`src/hw/rtl/lrt_pkg.sv`:
```
// ----------------------------------------------------------------------------
// lrt_pkg
// Shared types and codes for the lru replacement tracker.
// ----------------------------------------------------------------------------
package lrt_pkg;

  localparam int KEY_W    = 32;
  localparam int MODE_W   = 2;
  localparam int STATUS_W = 2;

  typedef enum logic [MODE_W-1:0] {
    MODE_TOUCH   = 2'd0,
    MODE_PROTECT = 2'd1,
    MODE_EVICT   = 2'd2
  } mode_t;

  typedef enum logic [STATUS_W-1:0] {
    ST_DONE   = 2'd0,
    ST_ABSENT = 2'd1,
    ST_FULL   = 2'd2
  } status_t;

  // command broadcast to every cell of the chain
  typedef struct packed {
    logic             en;
    logic [MODE_W-1:0] mode;
    logic             found;
    logic [KEY_W-1:0] key;
  } cell_cmd_t;

endpackage

```
`src/hw/rtl/lrt_cell.sv`:
```
// ----------------------------------------------------------------------------
// lrt_cell
// One slot of the recency chain: holds a key and its valid bit, compares the
// key against the command and takes its upper neighbor's contents on removal or move.
// ----------------------------------------------------------------------------
module lrt_cell
  import lrt_pkg::*;
(
  input  logic             clk,
  input  logic             rst_n,
  input  cell_cmd_t        cmd,
  input  logic [KEY_W-1:0] next_key,
  input  logic             next_valid,
  input  logic             prev_valid,
  input  logic             hit_in,
  output logic             hit_out,
  output logic [KEY_W-1:0] key_o,
  output logic             valid_o
);

  logic [KEY_W-1:0] key_r, key_nxt;
  logic             valid_r, valid_nxt;
  logic             match;

  assign match   = valid_r && (key_r == cmd.key);
  assign hit_out = hit_in | match;
  assign key_o   = key_r;
  assign valid_o = valid_r;

  always_comb begin
    key_nxt   = key_r;
    valid_nxt = valid_r;
    if (cmd.en) begin
      unique case (cmd.mode)
        MODE_TOUCH: begin
          if (cmd.found) begin
            if (hit_out) begin
              key_nxt = next_valid ? next_key : cmd.key;
            end
          end else if (!valid_r && prev_valid) begin
            key_nxt   = cmd.key;
            valid_nxt = 1'b1;
          end
        end
        MODE_PROTECT: begin
          if (hit_out) begin
            key_nxt   = next_key;
            valid_nxt = next_valid;
          end
        end
        MODE_EVICT: begin
          key_nxt   = next_key;
          valid_nxt = next_valid;
        end
        default: begin
        end
      endcase
    end
  end

  always_ff @(posedge clk) begin
    key_r <= key_nxt;
    if (!rst_n) begin
      valid_r <= 1'b0;
    end else begin
      valid_r <= valid_nxt;
    end
  end

endmodule

```
`src/hw/rtl/lru_replacement_tracker.sv`:
```
// result: registered; a result appears in the cycle after its input transfer
// throughput: one item per cycle while the result side does not stall
// the key search and shift ripple combinationally through the chain of slot cells
// reset: synchronous active-low; clears the slot valid bits and the output valid
// ----------------------------------------------------------------------------
// lru_replacement_tracker
// Recency list of page keys kept in a chain of slot cells, least recent first.
// ----------------------------------------------------------------------------
module lru_replacement_tracker
  import lrt_pkg::*;
#(
  parameter int ENTRIES = 16
) (
  input  logic                clk,
  input  logic                rst_n,
  input  logic                in_valid,
  output logic                in_stall,
  input  logic [MODE_W-1:0]   in_mode,
  input  logic [KEY_W-1:0]    in_page_key,
  output logic                out_valid,
  input  logic                out_stall,
  output logic [STATUS_W-1:0] out_status,
  output logic                out_was_present,
  output logic [KEY_W-1:0]    out_victim_key
);

  logic [KEY_W-1:0] cell_key   [ENTRIES];
  logic             cell_valid [ENTRIES];
  logic [ENTRIES:0] hit_chain;
  cell_cmd_t        cmd;
  logic             accept;
  logic             full;

  logic                out_valid_r, out_valid_nxt;
  logic [STATUS_W-1:0] status_r, status_nxt;
  logic                present_r, present_nxt;
  logic [KEY_W-1:0]    victim_r, victim_nxt;

  assign in_stall = out_valid_r && out_stall;
  assign accept   = in_valid && !in_stall;
  assign full     = cell_valid[ENTRIES-1];

  assign hit_chain[0] = 1'b0;
  assign cmd.en    = accept;
  assign cmd.mode  = in_mode;
  assign cmd.found = hit_chain[ENTRIES];
  assign cmd.key   = in_page_key;

  for (genvar i = 0; i < ENTRIES; i++) begin : g_cell
    logic [KEY_W-1:0] nk;
    logic             nv;
    logic             pv;
    if (i == ENTRIES - 1) begin : g_last
      assign nk = '0;
      assign nv = 1'b0;
    end else begin : g_mid
      assign nk = cell_key[i+1];
      assign nv = cell_valid[i+1];
    end
    if (i == 0) begin : g_first
      assign pv = 1'b1;
    end else begin : g_rest
      assign pv = cell_valid[i-1];
    end
    lrt_cell u_cell (
      .clk        (clk),
      .rst_n      (rst_n),
      .cmd        (cmd),
      .next_key   (nk),
      .next_valid (nv),
      .prev_valid (pv),
      .hit_in     (hit_chain[i]),
      .hit_out    (hit_chain[i+1]),
      .key_o      (cell_key[i]),
      .valid_o    (cell_valid[i])
    );
  end

  always_comb begin
    out_valid_nxt = out_valid_r && out_stall;
    status_nxt    = status_r;
    present_nxt   = present_r;
    victim_nxt    = victim_r;
    if (accept) begin
      out_valid_nxt = 1'b1;
      status_nxt    = ST_DONE;
      present_nxt   = 1'b0;
      victim_nxt    = '0;
      unique case (in_mode)
        MODE_TOUCH: begin
          present_nxt = cmd.found;
          if (!cmd.found && full) begin
            status_nxt = ST_FULL;
          end
        end
        MODE_PROTECT: begin
          present_nxt = cmd.found;
          if (!cmd.found) begin
            status_nxt = ST_ABSENT;
          end
        end
        MODE_EVICT: begin
          if (cell_valid[0]) begin
            victim_nxt = cell_key[0];
          end else begin
            status_nxt = ST_ABSENT;
          end
        end
        default: begin
        end
      endcase
    end
  end

  always_ff @(posedge clk) begin
    status_r  <= status_nxt;
    present_r <= present_nxt;
    victim_r  <= victim_nxt;
    if (!rst_n) begin
      out_valid_r <= 1'b0;
    end else begin
      out_valid_r <= out_valid_nxt;
    end
  end

  assign out_valid       = out_valid_r;
  assign out_status      = status_r;
  assign out_was_present = present_r;
  assign out_victim_key  = victim_r;

endmodule

```
`config.mk`:
```
export PLATFORM = sky130hd
export DESIGN_NAME = lru_replacement_tracker
export DESIGN_NICKNAME = d
export VERILOG_FILES = /design/src/hw/rtl/lrt_pkg.sv /design/src/hw/rtl/lrt_cell.sv /design/src/hw/rtl/lru_replacement_tracker.sv
export SDC_FILE = /design/constraint.sdc
export NUM_CORES = 2
export LEC_CHECK = 0
export BUFFER_PORTS_ARGS = -buffer_cell sky130_fd_sc_hd__buf_4
export CAP_MARGIN = 20
export CORE_ASPECT_RATIO = 0.9
export CORE_UTILIZATION = 35
export DETAILED_ROUTE_END_ITERATION = 10
export SKIP_LAST_GASP = 1
export SLEW_MARGIN = 20
export SYNTH_ARGS = -nofsm -noshare
export SYNTH_HDL_FRONTEND = slang
export SYNTH_SLANG_ARGS = --single-unit
```
`constraint.sdc`:
```
create_clock -name clk -period 13.9 [get_ports clk]
set_clock_uncertainty 0.15 [all_clocks]
set_input_delay 2.085 -clock clk [delete_from_list [all_inputs] [get_ports clk]]
set_output_delay 2.085 -clock clk [all_outputs]
set_load 0.02 [all_outputs]
```
=== Word level (Yosys, flattened, before mapping) ===
Index checks and enable logic that the tools add are counted.

* Equal/unequal tests: 81
* Mux-type cells: 162
* Bitwise logic cells: 15
* Reductions and logical operators: 87

{| class="wikitable"
|+ Operator list
! operator !! number
|-
| 2-to-1 mux 32 bit || 78
|-
| case mux 32 bit (3 select lines) || 16
|-
| equality test 32 bit || 16
|-
| AND reduction 5 bit || 30
|-
| inequality test 2 x 1 -> 1 bit, second input constant || 31
|-
| 2-to-1 mux 1 bit || 50
|-
| case mux 1 bit (3 select lines) || 16
|-
| inequality test 3 x 1 -> 1 bit, second input constant || 15
|-
| inequality test 3 bit, second input constant || 14
|-
| logical AND 1 bit || 34
|-
| zero test 1 bit || 17
|-
| bitwise OR 1 bit || 15
|-
| AND reduction 4 bit || 2
|-
| inequality test 3 x 2 -> 1 bit, second input constant || 2
|-
| case mux 2 bit (3 select lines) || 1
|-
| nonzero test 3 bit || 1
|-
| equality test 2 x 1 -> 1 bit, second input constant || 1
|-
| equality test 2 bit, second input constant || 1
|-
| zero test 2 bit || 1
|-
| 2-to-1 mux 2 bit || 1
|-
| inequality test 2 bit, second input constant || 1
|-
| AND reduction 2 bit || 1
|-
| OR reduction 2 bit || 1
|}

* Bits in registers: 564
* Output and inout port bits: 37
* Logic and storage cells: 381

=== Logic depth before layout (Yosys ltp) ===
* Depth after elaboration: 21
* Depth in mapped cells: 16
* Gate-level depth less buffers: 9

=== Modules after synthesis ===
A second synthesis with hierarchy kept.

* Cell total of the unflattened synthesis: 2210
* Area, all modules: 31127.4 sq um

{| class="wikitable"
|+ By module, submodules not included
! module !! instances !! cells an instance !! area an instance (sq um) !! seq. area each (sq um)
|-
| lrt_cell (g_cell[11].u_cell ...) || 14 || 133 || 1859.3 || 980.9
|-
| lrt_cell (g_cell[0].u_cell ...) || 2 || 133 || 1831.8 || 980.9
|-
| lru_replacement_tracker || 1 || 82 || 1433.9 || 1071.0
|}

=== Least setup slack after synthesis ===
No wires, ideal clock.

* Kind: in2reg
* Start: input out_stall
* End: register g_cell[1].u_cell.key_r[0], enable pin
* Arrival time: 7093 ps
* Required time: 13270 ps
* Setup slack: 6177 ps
* Stages: 6
* Path buffers: 2
* Cells stage by stage: and2_1 nor2b_1 nand2b_1 clkbuf_1 clkbuf_1 a311oi_1

* Longest elaborated chain between the ends: 4

{| class="wikitable"
|+ Ends and longest elaborated chain
! item !! line !! text
|-
| start, declared || lru_replacement_tracker.sv:21 || <nowiki>input logic out_stall,</nowiki>
|-
| logical AND 1 bit || lru_replacement_tracker.sv:39 || <nowiki>assign in_stall = out_valid_r && out_stall;</nowiki>
|-
| zero test 1 bit || lru_replacement_tracker.sv:40 || <nowiki>assign accept = in_valid && !in_stall;</nowiki>
|-
| logical AND 1 bit || lru_replacement_tracker.sv:40 ||
|-
| named net accept || lru_replacement_tracker.sv:31 || <nowiki>logic accept;</nowiki>
|-
| AND reduction 5 bit (no line) || - ||
|-
| end signal, assigned || lrt_cell.sv:62 || <nowiki>key_r <= key_nxt;</nowiki>
|-
| end, declared || lrt_cell.sv:21 || <nowiki>logic [KEY_W-1:0] key_r, key_nxt;</nowiki>
|}

The timed path passes the listed nets, and every way through them passes these cells.
A chain may end at the register's enable or synchronous reset.

=== Final worst setup path ===
* Start: input in_page_key[30]
* End: register g_cell[4].u_cell.key_r[20], enable pin

* Longest elaborated chain between the ends: 19
* Elaborated cells between the ends (all ways): 51
* Those cells by class: eq/ne (19); bitwise (15); reduce/logical (17)

{| class="wikitable"
|+ Ends and longest elaborated chain
! item !! line !! text
|-
| start, declared || lru_replacement_tracker.sv:19 || <nowiki>input logic [KEY_W-1:0] in_page_key,</nowiki>
|-
| equality test 32 bit || lrt_cell.sv:25 || <nowiki>assign match = valid_r && (key_r == cmd.key);</nowiki>
|-
| logical AND 1 bit || lrt_cell.sv:25 ||
|-
| bitwise OR 1 bit (15 in a row) || lrt_cell.sv:26 || <nowiki>assign hit_out = hit_in | match;</nowiki>
|-
| inequality test 3 bit (no line) / inequality test 3 x 1 -> 1 bit (equally long branches) || - ||
|-
| AND reduction 5 bit (no line) * || - ||
|-
| end signal, assigned || lrt_cell.sv:62 ||
|-
| end, declared || lrt_cell.sv:21 ||
|}

Mark *: on every way between the ends. The rest lies on a longest branch, timed or not.

==> impl_metrics.yaml <==
setup_path:
  max_stage_delay_ps: 840
  end_kind: "flop"
  arrival_ps: 6500
  cp_data_required_time_ps: 13980
  startpoint_type: "input pin"
  criticalPathCategory: "input pin to flop"
  path_cells: "buf_4, buf_4, xor2_1, nor4_1, nand4_1, nor4_2, nor4_4, or3b_1, or2_4, o21ai_0, a21oi_4"
  cp_slowest_cell: "a21oi_4"
  worstPathMaxFanout: 32
  critPathMostFrequentCell: "buf_4"
floorplanning:
  chipWidth_um: 322
  dieArea_um2: 93500
  io_pins: 75
  core_um2: 91300
  die_h_um: 290
  rows: 105
  initial_core_util_pct: 35.4
place:
  post-place-ws_ps: 6870
  port_buffers: 74
  gp_congestion: 0.909
  dp_cells: 3359
  dp_hpwl_um: 61100
synth:
  synth-edff-count: 547
  synth_warnings: 0
  ys_ff_latch: 564
  async_flop_share_pct: 0
  synth_nets: 2263
  post_synth_main_area_contributors: "edfxtp_1 (51%), mux2_4 (11%), xor2_1 (8.3%)"
  synthCells: 2221
  yosysTopAreaCellShare_pct: 50.8
  ys_seq_area_share_pct: 51.9
  synth.largest_area_cell: "edfxtp_1"
  syn_area_per_cell_um2: 14.5
  synth_cell_types: 66
  netlist_area_um2: 32300
  ys.flop_type: "edfxtp_1"
grt:
  gr-usage-met3_pct: 4.69
  track_usage_pct: 19.6
  antenna_found_initial: 1
  grt_max_degree: 43
  use_met2_pct: 30.1
  busiest_layer: "met2"
  first_global_vias: 18800
  grt_remaining_overflow: 0
  grt_pass1_wl_um: 134000
  use_met1_pct: 27.2
drt:
  first_iter_violations: 1945
  viasPerCell: 5.32
  drt_first_pass_iters: 5
  drtAntennaViolNets: 0
  post-route-drc-count: 0
  routed_wirelength_um: 92200
  wire_per_inst_um: 26.5
  vias: 18500
clock_network:
  post_cts_resized: 0
  clock_latency_ps: 640
  clock_tree.root_cell: "clkbuf_16"
  tritoncts: "built"
  ctsHoldBuffers: 0
  clk_pin_slew_ps: 60
  clk_path_buf_depth: 3
  cts-htree-levels: 3
  numCtsBuffers: 66
  cts_setup_buffers: 0
  cts_sinks: 564
sta:
  fin_hold_ws_ps: 397
  finalMaxSlewViolations: 0
  tightest_slew_ps: 1120
  rsz0062_at_grt: "false"
  hold_viol_final: 0
  max_freq_mhz: 156
  tns_ps: 0
  layout_min_cycle_time_ps: 6420
  setup_viol: 0
  fin_crit_sh_pct: 46.2
  fin_ws_ps: 7480
  max_slew_margin_pct: 25.2
status:
  status: "completed"
layout:
  mostFrequentLayoutCells: "edfxtp_1 (547), xor2_1 (308), mux2_4 (240), mux2_2 (223), xnor2_1 (203)"
  antennaDiodeCount: 0
  final_common_cell: "edfxtp_1"
  fin_cells: 3481
  syn_to_final_growth_pct: 9.19
  drive_above_1_share_pct: 31.8
  nets: 2242
power_and_ir_drop:
  ir_worst_vdd_uv: 82.7
  p_total_uw: 4540
  p_leak_uw: 0.0124
  power_density_nw_per_um2: 129
worst_hold_path:
  hold_path_class: "flop to flop"
flow_run:
  maxCapViolCount: 0
## path summary, 6_finish.rpt
check | from | endpoint | slack [ps] | cells after the start
worst max-delay path | in_page_key[30] | g_cell[4].u_cell.key_o[20] | 7480 | 11
worst min-delay path | g_cell[5].u_cell.valid_o | g_cell[5].u_cell.valid_o | 400 | 2
worst max register to register | g_cell[10].u_cell.key_o[10] | g_cell[4].u_cell.key_o[20] | 9070 | 9
worst min register to register | g_cell[5].u_cell.valid_o | g_cell[5].u_cell.valid_o | 400 | 2
## synth_stat cells (26+ instances only)
master / n
nand4_1: 68
buf_12: 26
xnor2_1: 203
mux2_2: 223
edfxtp_1: 547
buf_6: 36
buf_4: 48
and3_1: 34
buf_2: 32
nor4_1: 81
nor3_1: 26
nor2b_1: 35
clkbuf_1: 51
mux2_4: 240
xor2_1: 308
## kinds of logic (layout without fill, tap and decap cells)
logic type	after synthesis	after routing	synth area share (%)
flops	564	564	51.9
xor+xnor	513	513	14.0
mux	484	484	19.6
simple gates	337	337	6.36
buf+inv	217	247	5.56
compound gates	102	102	2.44
fa+ha+maj	4	4	0.155
## report_power, final
part           internal [uW]  switching (uW)
Sequential              2010            95.6
Clock                   1010             730
Combinational            322             370
## metrics by stage
stage	area [um2]	util, %
6_report	35300	38.6
5_1_grt	35300	38.6
4_1_cts	35200	38.5
3_5_place_dp	33100	36.2
3_3_place_gp	33100	36.2
2_1_floorplan	32300	-
## registers in the layout, indices dropped and copies added, names as in the netlist
signal                 cells
out_valid                  1
g_cell.u_cell.valid_o     16
out_status                 2
g_cell.u_cell.key_o      512
out_was_present            1
out_victim_key            32
## cell type report
class | count | area, um2
clock buffers | 92 | 1800
clock inverters | 27 | 305
fillers | 8491 | 56000
inverters | 18 | 67.6
multi-input cells | 1440 | 13900
flip-flops and latches | 564 | 16800
well taps | 1230 | 1540
repair buffers | 110 | 886
## routing by layer
metal / up-vias / part of all wire [%]
li1: 8131 / -
met1: 9445 / 45
met2: 786 / 44
met3: 162 / 8.1
met4: 0 / 3.0
met5: - / 0
## critical path, delay by kind of cell
family                    cells  cell delay [ps]
and+or+nand+nor               6             2370
AOI/OAI and AO/OA             2             1110
buffers and inverters         2              680
xor gates and xnor gates      1              160
(Power assumes the default switching activity.)
